`config.mk`:
```
export PLATFORM = sky130hd
export DESIGN_NAME = biquad_lowpass_filter
export DESIGN_NICKNAME = d
export VERILOG_FILES = /design/src/rtl/core/biquad_pkg.sv /design/src/rtl/core/biquad_lowpass_filter.sv
export SDC_FILE = /design/constraint.sdc
export NUM_CORES = 2
export LEC_CHECK = 0
export ABC_CLOCK_PERIOD_IN_PS = 11200
export BUFFER_PORTS_ARGS = -buffer_cell sky130_fd_sc_hd__clkbuf_2
export CORE_UTILIZATION = 65
export CTS_CLUSTER_DIAMETER = 60
export DETAILED_ROUTE_END_ITERATION = 16
export HOLD_SLACK_MARGIN = 0.05
export PLACE_DENSITY = 0.91
export SYNTH_ARGS = -nofsm -noshare
export SYNTH_HDL_FRONTEND = slang
export SYNTH_SLANG_ARGS = --single-unit
```
`constraint.sdc`:
```
create_clock -name clk -period 11.2 [get_ports clk]
set_input_delay 1.12 -clock clk [delete_from_list [all_inputs] [get_ports clk]]
set_output_delay 1.12 -clock clk [all_outputs]
set_load 0.05 [all_outputs]
```
`src/rtl/core/biquad_pkg.sv`:
```
// ----------------------------------------------------------------------------
// biquad_pkg
// shared widths, defaults and register indexes of the biquad low-pass filter
// ----------------------------------------------------------------------------
package biquad_pkg;

  // default parameter values
  localparam int SAMPLE_SHIFT   = 4;
  localparam int COEF_FRAC_BITS = 13;

  // fixed field widths
  localparam int ADC_W   = 12;
  localparam int COEF_W  = 16;
  localparam int OUT_W   = 24;
  localparam int PORT_W  = 8;
  localparam int SCALE_FRAC_BITS = 16;

  // configuration port
  localparam int CFG_ADDR_W = 3;
  localparam int CFG_DATA_W = 16;

  localparam logic [CFG_ADDR_W-1:0] REG_COEF_B0   = 3'd0;
  localparam logic [CFG_ADDR_W-1:0] REG_COEF_B1   = 3'd1;
  localparam logic [CFG_ADDR_W-1:0] REG_COEF_B2   = 3'd2;
  localparam logic [CFG_ADDR_W-1:0] REG_COEF_A1   = 3'd3;
  localparam logic [CFG_ADDR_W-1:0] REG_COEF_A2   = 3'd4;
  localparam logic [CFG_ADDR_W-1:0] REG_OUT_SCALE = 3'd5;

  // register reset values
  localparam logic [COEF_W-1:0] RST_COEF_B0   = 16'd8192;
  localparam logic [COEF_W-1:0] RST_COEF_B1   = 16'd16384;
  localparam logic [COEF_W-1:0] RST_COEF_B2   = 16'd8192;
  localparam logic [COEF_W-1:0] RST_COEF_A1   = 16'hCA2B;  // -13781
  localparam logic [COEF_W-1:0] RST_COEF_A2   = 16'd5949;
  localparam logic [COEF_W-1:0] RST_OUT_SCALE = 16'd655;

endpackage

```
`src/rtl/core/biquad_lowpass_filter.sv`:
```
// ----------------------------------------------------------------------------
// biquad_lowpass_filter
// second-order direct form I low-pass filter on one shared multiplier
// ----------------------------------------------------------------------------
// sequence: an input transfer passes 6 mac steps, quantize, scale multiply
//   and port rounding, and waits there while the output register is still full
// input: taken only in idle, so not before the last result is written out;
//   the five filter products and the scale product share the single multiplier
// reset: rst (synchronous) restores default coefficients and scale, clears the
//   sample and output delay lines and empties the output register
// ----------------------------------------------------------------------------
module biquad_lowpass_filter #(
  parameter int SAMPLE_SHIFT   = biquad_pkg::SAMPLE_SHIFT,
  parameter int COEF_FRAC_BITS = biquad_pkg::COEF_FRAC_BITS
) (
  input  logic        clk,
  input  logic        rst,
  // configuration writes
  input  logic                              cfg_wr_en,
  input  logic [biquad_pkg::CFG_ADDR_W-1:0] cfg_addr,
  input  logic [biquad_pkg::CFG_DATA_W-1:0] cfg_wdata,
  // input stream
  input  logic        s_tvalid,
  output logic        s_tready,
  input  logic [15:0] s_tdata,   // [11:0] adc_reading, [15:12] zero
  // result stream
  output logic        m_tvalid,
  input  logic        m_tready,
  output logic [31:0] m_tdata    // [23:0] filtered_value, [31:24] port_byte
);

  // sample width after the converter shift
  localparam int SMP_W = biquad_pkg::ADC_W - SAMPLE_SHIFT;
  // multiplier operands: 17-bit signed coefficient/scale, 25-bit signed data
  localparam int MA_W  = biquad_pkg::COEF_W + 1;
  localparam int MB_W  = biquad_pkg::OUT_W + 1;
  localparam int PR_W  = MA_W + MB_W;
  localparam int ACC_W = PR_W + 2;

  localparam logic signed [ACC_W-1:0] Q_BIAS  = ACC_W'((64'd1 << COEF_FRAC_BITS) - 64'd1);
  localparam logic signed [ACC_W-1:0] SAT_MAX = ACC_W'(64'd8388607);
  localparam logic signed [ACC_W-1:0] SAT_MIN = -ACC_W'(64'd8388608);
  localparam logic signed [PR_W-1:0]  P_BIAS  =
    PR_W'((64'd1 << biquad_pkg::SCALE_FRAC_BITS) - 64'd1);

  // sequencer states
  localparam logic [2:0] ST_IDLE  = 3'd0;
  localparam logic [2:0] ST_MAC   = 3'd1;
  localparam logic [2:0] ST_QUANT = 3'd2;
  localparam logic [2:0] ST_PMUL  = 3'd3;
  localparam logic [2:0] ST_PORT  = 3'd4;

  // mac step indexes
  localparam logic [2:0] STEP_B0   = 3'd0;
  localparam logic [2:0] STEP_B1   = 3'd1;
  localparam logic [2:0] STEP_B2   = 3'd2;
  localparam logic [2:0] STEP_A1   = 3'd3;
  localparam logic [2:0] STEP_A2   = 3'd4;
  localparam logic [2:0] STEP_LAST = 3'd5;

  // configuration registers
  logic [biquad_pkg::COEF_W-1:0] coef_b0, coef_b1, coef_b2, coef_a1, coef_a2;
  logic [biquad_pkg::COEF_W-1:0] out_scale;

  // filter state
  logic [SMP_W-1:0] sample_cur, sample_prev, sample_older;
  logic signed [biquad_pkg::OUT_W-1:0] output_prev, output_older, y_res;

  // datapath
  logic [2:0] state;
  logic [2:0] step;
  logic signed [MA_W-1:0]  mul_a;
  logic signed [MB_W-1:0]  mul_b;
  logic signed [PR_W-1:0]  prod;
  logic signed [ACC_W-1:0] acc;
  logic signed [ACC_W-1:0] acc_adj;
  logic signed [ACC_W-1:0] quo;
  logic signed [biquad_pkg::OUT_W-1:0] y_sat;
  logic signed [PR_W-1:0]  prod_adj;
  logic [biquad_pkg::PORT_W-1:0] port_byte;
  logic out_free;

  assign s_tready = (state == ST_IDLE);
  assign out_free = !m_tvalid || m_tready;

  // configuration register writes, out-of-range indexes are dropped
  always_ff @(posedge clk) begin
    if (rst) begin
      coef_b0   <= biquad_pkg::RST_COEF_B0;
      coef_b1   <= biquad_pkg::RST_COEF_B1;
      coef_b2   <= biquad_pkg::RST_COEF_B2;
      coef_a1   <= biquad_pkg::RST_COEF_A1;
      coef_a2   <= biquad_pkg::RST_COEF_A2;
      out_scale <= biquad_pkg::RST_OUT_SCALE;
    end else if (cfg_wr_en) begin
      case (cfg_addr)
        biquad_pkg::REG_COEF_B0:   coef_b0   <= cfg_wdata;
        biquad_pkg::REG_COEF_B1:   coef_b1   <= cfg_wdata;
        biquad_pkg::REG_COEF_B2:   coef_b2   <= cfg_wdata;
        biquad_pkg::REG_COEF_A1:   coef_a1   <= cfg_wdata;
        biquad_pkg::REG_COEF_A2:   coef_a2   <= cfg_wdata;
        biquad_pkg::REG_OUT_SCALE: out_scale <= cfg_wdata;
        default: ;
      endcase
    end
  end

  // shared multiplier operand select; feedback terms use negated coefficients
  always_comb begin
    mul_a = '0;
    mul_b = '0;
    if (state == ST_PMUL) begin
      mul_a = $signed({1'b0, out_scale});
      mul_b = MB_W'(y_res);
    end else begin
      case (step)
        STEP_B0: begin
          mul_a = $signed({coef_b0[biquad_pkg::COEF_W-1], coef_b0});
          mul_b = $signed(MB_W'(sample_cur));
        end
        STEP_B1: begin
          mul_a = $signed({coef_b1[biquad_pkg::COEF_W-1], coef_b1});
          mul_b = $signed(MB_W'(sample_prev));
        end
        STEP_B2: begin
          mul_a = $signed({coef_b2[biquad_pkg::COEF_W-1], coef_b2});
          mul_b = $signed(MB_W'(sample_older));
        end
        STEP_A1: begin
          mul_a = -$signed({coef_a1[biquad_pkg::COEF_W-1], coef_a1});
          mul_b = MB_W'(output_prev);
        end
        STEP_A2: begin
          mul_a = -$signed({coef_a2[biquad_pkg::COEF_W-1], coef_a2});
          mul_b = MB_W'(output_older);
        end
        default: begin
          mul_a = '0;
          mul_b = '0;
        end
      endcase
    end
  end

  // quantize: divide by 2^frac truncating toward zero, then saturate
  always_comb begin
    acc_adj = acc + (acc[ACC_W-1] ? Q_BIAS : '0);
    quo     = acc_adj >>> COEF_FRAC_BITS;
    if (quo > SAT_MAX) begin
      y_sat = biquad_pkg::OUT_W'(SAT_MAX);
    end else if (quo < SAT_MIN) begin
      y_sat = biquad_pkg::OUT_W'(SAT_MIN);
    end else begin
      y_sat = biquad_pkg::OUT_W'(quo);
    end
  end

  // port byte: scale product over 2^16 toward zero, low bits kept
  always_comb begin
    prod_adj  = prod + (prod[PR_W-1] ? P_BIAS : '0);
    port_byte = prod_adj[biquad_pkg::SCALE_FRAC_BITS +: biquad_pkg::PORT_W];
  end

  // product register, free running
  always_ff @(posedge clk) begin
    prod <= mul_a * mul_b;
  end

  // sequencer, accumulator and delay lines
  always_ff @(posedge clk) begin
    if (rst) begin
      state        <= ST_IDLE;
      step         <= STEP_B0;
      m_tvalid     <= 1'b0;
      sample_prev  <= '0;
      sample_older <= '0;
      output_prev  <= '0;
      output_older <= '0;
    end else begin
      // a result transfer empties the output register unless a new one lands
      if (m_tready && state != ST_PORT) begin
        m_tvalid <= 1'b0;
      end
      case (state)
        ST_IDLE: begin
          if (s_tvalid) begin
            sample_cur <= SMP_W'(s_tdata[biquad_pkg::ADC_W-1:0] >> SAMPLE_SHIFT);
            acc        <= '0;
            step       <= STEP_B0;
            state      <= ST_MAC;
          end
        end
        ST_MAC: begin
          // product of the previous step lands in the accumulator
          if (step != STEP_B0) begin
            acc <= acc + ACC_W'(prod);
          end
          if (step == STEP_LAST) begin
            state <= ST_QUANT;
          end else begin
            step <= step + 3'd1;
          end
        end
        ST_QUANT: begin
          y_res <= y_sat;
          step  <= STEP_B0;
          state <= ST_PMUL;
        end
        ST_PMUL: begin
          state <= ST_PORT;
        end
        ST_PORT: begin
          // wait for the output register to drain before the transfer
          if (out_free) begin
            m_tdata      <= {port_byte, y_res};
            m_tvalid     <= 1'b1;
            sample_older <= sample_prev;
            sample_prev  <= sample_cur;
            output_older <= output_prev;
            output_prev  <= y_res;
            state        <= ST_IDLE;
          end
        end
        default: begin
          state <= ST_IDLE;
        end
      endcase
    end
  end

endmodule
```
# Word level (Yosys, flattened, before mapping)

Index checks and enable logic that the tools add are counted.

Register bits after elaboration: 317
Output and inout port bits: 34
Logic and storage cells: 90

Add/subtract/negate cells: 6
Multipliers: 1
Order comparisons: 2
Equal/unequal tests: 20
Mux-type cells: 20
Bitwise gates (word level): 1
Reductions and logical operators: 22

Operators by type and width:

| kind                   | count |
|---|---|
| $pmux W25 S5           | 1 |
| $mux W44               | 2 |
| $pmux W44 S2           | 1 |
| $pmux W17 S5           | 1 |
| $add A44 B13 Y44       | 1 |
| $add A44 B42 Y44       | 1 |
| $mul A17 B25 Y42       | 1 |
| $neg A16 Y17           | 2 |
| $gt A31 B24 Y1 const B | 1 |
| $lt A31 B24 Y1 const B | 1 |
| $mux W25               | 1 |
| $add A24 B16 Y24       | 1 |
| $mux W24               | 1 |
| $eq A3 B2 Y1 const B   | 6 |
| $mux W17               | 1 |
| $mux W16               | 1 |
| $reduce_and A2 Y1      | 8 |
| $eq A3 B3 Y1 const B   | 5 |
| $mux W3                | 5 |
| $pmux W3 S5            | 1 |
| $mux W13               | 1 |
| $reduce_and A3 Y1      | 4 |
| $ne A2 B2 Y1 const B   | 5 |
| $eq A3 B1 Y1 const B   | 3 |
| other kinds (12)       | 17 |

# Depth between registers and ports, before layout

Depth after elaboration: 5
Gate-level depth with buffers: 34

# Worst setup path after synthesis

Ideal clock, no wire load.

Path type: reg-to-reg
Start point: register coef_a2[3] (netlist bit)
End point: register prod[39]
Library setup time: 0.072 ns
Arrival time: 7.917 ns
Path slack: 3.212 ns
Stages on the path, launching flop included: 31
Period minus slack after synthesis: 7.988 ns
Path through: dfxtp_1 or4_1 or4_1 or3_4 nor3_1 xnor2_1 nand2_1 a31oi_1 a21o_1 buf_2 buf_6 nand2_1 fa_1 inv_1 fa_1 fa_1 fa_1 fa_1 inv_1 fa_1 inv_1 ha_1 nand3_1 nor2_1 o2111a_1 nor3_1 o21ai_0 a21oi_1 o41a_1 o31ai_1 xor2_1

Cells in the longest elaborated chain, start to end: 4

RTL lines:

| what                     | RTL line                     | RTL |
|---|---|---|
| start: declaration       | biquad_lowpass_filter.sv:62  | `logic [biquad_pkg::COEF_W-1:0] coef_b0, coef_b1, coef_b2, coef_a1, coef_a2;` |
| start signal: assignment | biquad_lowpass_filter.sv:93  | `coef_a2 <= biquad_pkg::RST_COEF_A2;` |
| start signal: assignment | biquad_lowpass_filter.sv:101 | `biquad_pkg::REG_COEF_A2: coef_a2 <= cfg_wdata;` |
| $neg A16 Y17             | biquad_lowpass_filter.sv:134 | `mul_a = -$signed({coef_a2[biquad_pkg::COEF_W-1], coef_a2});` |
| $pmux W17 S5             | biquad_lowpass_filter.sv:116 | `case (step)` |
| $mux W17                 | biquad_lowpass_filter.sv:112 | `if (state == ST_PMUL) begin` |
| $mul A17 B25 Y42         | biquad_lowpass_filter.sv:166 | `prod <= mul_a * mul_b;` |
| end signal: assignment   | biquad_lowpass_filter.sv:166 |  |
| end: declaration         | biquad_lowpass_filter.sv:74  | `logic signed [PR_W-1:0] prod;` |

Every way passes these cells.
A chain may end at the register's enable or synchronous reset.

# Final worst setup path

Start point: register step[0]
End point: register prod[41]

Cells in the longest elaborated chain, start to end: 4

RTL lines:

| what                                         | RTL line                     | RTL |
|---|---|---|
| start: declaration                           | biquad_lowpass_filter.sv:71  | `logic [2:0] step;` |
| start signal: assignment                     | biquad_lowpass_filter.sv:201 | `step <= step + 3'd1;` |
| $eq A3 B3 Y1, or another cell as far along   | biquad_lowpass_filter.sv:116 |  |
| $pmux W17 S5 or $pmux W25 S5 (tied branches) | biquad_lowpass_filter.sv:116 |  |
| $mux W17 or $mux W25 (tied branches)         | biquad_lowpass_filter.sv:112 |  |
| $mul A17 B25 Y42 (*)                         | biquad_lowpass_filter.sv:166 |  |

Every way passes the cells marked *; elsewhere a longest branch is shown, timed or not.

==> run_results.csv <==
group,metric,value,unit
run_status,status,"completed",
critical_path,path_class,"reg -> reg",
synth,avgSynthCellArea,8.788,um^2
finish,instances_no_fill,4038,
timing,fin_skew,0.02911,ns
pwr,power.internal,2177,uW
clocking,cts_tree,"done",
clocking,post_cts_resized,0,
pwr,p_seq_share,41.3,%
pwr,p_leak,0.01507,uW
pwr,worst_ir_drop_vdd,0.0001436,V
clocking,clock_sinks,317,
global_route,grt_pass1_wl,132.3,mm
finish,diodes,0,
clocking,postCtsSetupBuffers,0,
clocking,cts-buffers-inserted,35,
synth,seq_area_frac_synth,24.59,%
drt,drt_iter0_markers,2751,
pwr,switchingPower,939.2,uW
floorplan,start_util,66.27,%
synth,syn_nets,4061,
finish,syn2layout_area_growth,6.508,%
critical_path,crit_path_start_kind,"flip-flop",
timing,slew_headroom,24.85,%
drt,viasPerCell,6.191,
timing,timing.final.ws_setup,1.387,ns
clocking,clock_path_buffers,3,
critical_path,cp.arrival,10.30,ns
placed_design,dpl_cell_area,0.03097,mm^2
timing,finalSetupTns,0,ns
finish,stdcell_area,0.03217,mm^2
clocking,htree_levels,2,
critical_path,crit_path_end_kind,"flip-flop",
critical_path,crit_top_cell,"fa_1",
timing,post-route-min-period,9.813,ns
synth,ys_warn_count,0,
drt,num_vias,24998,
synth,ys.flop_type,"dfxtp_1",
floorplan,die_h,217.6,um
timing,fin_crit_sh,87.61,%
synth,synth_edf_count,108,
hold_path,holdCritStartpoint,"output_older[9]",
drt,wire_per_inst,20.36,um
finish,multi_input_area,0.02035,mm^2
clocking,worstSkewPairLatency,0.57,ns
finish,seqCellArea,0.007427,mm^2
floorplan,die-area,0.04733,mm^2
pwr,clock_power_share,39.3,%
drt,drc,0,
global_route,grt_overflow,0,
critical_path,cp_slowest_cell,"a21oi_1",
synth,ys_seq_elements,317,
placed_design,gp_congestion,0.9350,
synth,syn_inst,3437,
pwr,power.density,96.86,mW/mm^2
synth,synthArstFlopShare,0,%
hold_path,hp-class,"reg -> reg",
placed_design,pre_cts_ws,1.889,ns
placed_design,dp.cells,3975,
floorplan,fp.dieW,217.6,um
critical_path,crit_start,"step[0]",
drt,antenna_left,0,
synth,yosysUniqueCellTypes,73,
floorplan,num_io_pins,74,
global_route,grt_max_degree,101,
synth,synth.cell_area,0.03020,mm^2
drt,firstDrtPassIters,9,
timing,finalHoldViolCount,0,
drt,totalWireLength,82.20,mm
floorplan,rows,78,
global_route,grt_usage,35.72,%
timing,clock.fmax,101.9,MHz
timing,tightest_slew,1.127,ns
pwr,sw_frac_of_total,30.14,%
critical_path,crit_fanout,30,
placed_design,portBuffers,65,
clocking,cts_hold_buf,0,
critical_path,required,11.69,ns
critical_path,r2r-start,"step[0]",
finish,layout-drive-gt1-share,6.021,%
timing,final-setup-viol-count,0,
job,maxCapViolCount,0,
floorplan,core_area,0.04558,mm^2
timing,final-max-slew-violation-count,0,
finish,fin_nets,4036,
clocking,cts_root_buf,"clkbuf_16",
finish,nFillCells,3110,
global_route,grt_pass1_vias,25681,
clocking,clk_pin_slew_worst_paths,0.06,ns
critical_path,cpPeakStageDelay,0.91,ns
timing,rsz0062_at_grt,"false",
pwr,share_comb_of_total_power,19.4,%
placed_design,dpl.hpwl,58.96,mm
global_route,antenna_found_initial,0,
[worst max-delay path: cells and delay by family (launching register included)]
kind / cells / cell delay, ns
buf+inv: 6 / 0.55
simple gates: 6 / 2.05
compound gates: 8 / 2.61
fa+ha+maj: 8 / 3.93
xor+xnor: 1 / 0.15
flops: 1 / 0.42
[area by class of cell]
class,instances,share of cell area [%]
multi-input cells,2467,63.26
well taps,600,2.334
flip-flops and latches,317,23.09
inverters,488,5.694
clock buffers,48,3.073
repair buffers,103,1.906
clock inverters,15,0.6417
[registers in the layout (all words and copies together), names as in the netlist]
signal,cells
coef_b0,16
sample_cur,8
output_prev,24
y_res,24
m_tvalid,1
state,3
out_scale,16
coef_a2,16
m_tdata,32
sample_prev,8
prod,42
sample_older,8
step,3
coef_b2,16
acc,44
coef_b1,16
output_older,24
coef_a1,16
[stage by stage]
| step | power (uW) | hold slack, ns | util, % |
|---|---|---|---|
| finish | 3116 | 0.4535 | 70.58 |
| global route | 3216 | 0.4694 | 70.58 |
| detailed placement | 1876 | 0.4459 | 67.96 |
| CTS | 3090 | 0.4541 | 70.58 |
| global placement | 1859 | 0.4412 | 67.96 |
| floorplan | 1720 | 0.4357 | - |
[routing by layer]
| metal | track usage (%) | up-vias | part of all wire, % |
|---|---|---|---|
| met1 | 45.00 | 12038 | 36 |
| met5 | 0 | - | 0 |
| met4 | 16.22 | 0 | 4.9 |
| met3 | 9.623 | 335 | 12 |
| li1 | - | 11008 | - |
| met2 | 57.53 | 1617 | 46 |
[worst paths after layout]
check | endpoint | slack, ns | cells after the start
hold reg to reg | output_older[9] | 0.45 | 2
setup / recovery | prod[41] | 1.39 | 29
hold / removal | output_older[9] | 0.45 | 2
setup reg to reg | prod[41] | 1.39 | 29
[logic make-up after synthesis]
group / share of synthesized area (%)
buffers and inverters: 8.231
multiplexers: 0.1698
flip-flops: 24.59
adder cells (fa/ha/maj): 34.33
AO/OA/AOI/OAI: 12.27
XOR/XNOR: 3.944
AND/OR/NAND/NOR: 16.47
[synth_stat cells, types with 10 or more instances]
library cell | n | area, um^2
a222oi_1 | 17 | 170.2
a211oi_1 | 14 | 105.1
nor3_1 | 27 | 135.1
xnor2_1 | 81 | 709.4
and2_1 | 25 | 156.4
nor2b_1 | 13 | 81.33
nand2b_1 | 24 | 150.1
nor2_1 | 321 | 1205
a31oi_1 | 15 | 93.84
nor2_2 | 10 | 62.56
and3_1 | 17 | 106.4
nand3_1 | 32 | 160.2
a22o_1 | 10 | 87.58
or2_2 | 11 | 68.82
a22oi_1 | 50 | 375.4
fa_1 | 408 | 8168
nand4_1 | 21 | 131.4
o21ai_0 | 84 | 420.4
a21o_1 | 76 | 570.6
clkbuf_1 | 148 | 555.5
nand3b_1 | 26 | 195.2
edfxtp_1 | 108 | 3243
dfxtp_1 | 209 | 4184
inv_1 | 488 | 1832
a21oi_1 | 250 | 1251
xor2_1 | 55 | 481.7
nand2_1 | 586 | 2200
ha_1 | 176 | 2202
[layout by cell type (no fill, tap or decap), drive strengths merged, types with 7 or more instances in the layout]
master,n
a211oi,14
a21o,76
a21oi,252
a222oi,17
a22o,10
a22oi,50
a31oi,15
and2,25
and3,17
and4,7
buf,39
clkbuf,112
dfxtp,209
edfxtp,108
fa,408
ha,176
inv,492
nand2,586
nand2b,24
nand3,32
nand3b,26
nand4,21
nor2,331
nor2b,13
nor3,27
nor4,10
o211ai,8
o21a,8
o21ai,86
o21bai,7
o31ai,7
or2,11
or3,8
xnor2,81
xor2,55
[power by group through the flow]
stage | logic, uW | clock network, uW | registers [uW]
2_1_floorplan | 427 | 0 | 1290
3_3_place_gp | 553 | 0 | 1310
3_5_place_dp | 568 | 0 | 1310
4_1_cts | 587 | 1220 | 1290
5_1_grt | 660 | 1270 | 1290
6_report | 605 | 1220 | 1290
Power figures use the tool's default switching activity.
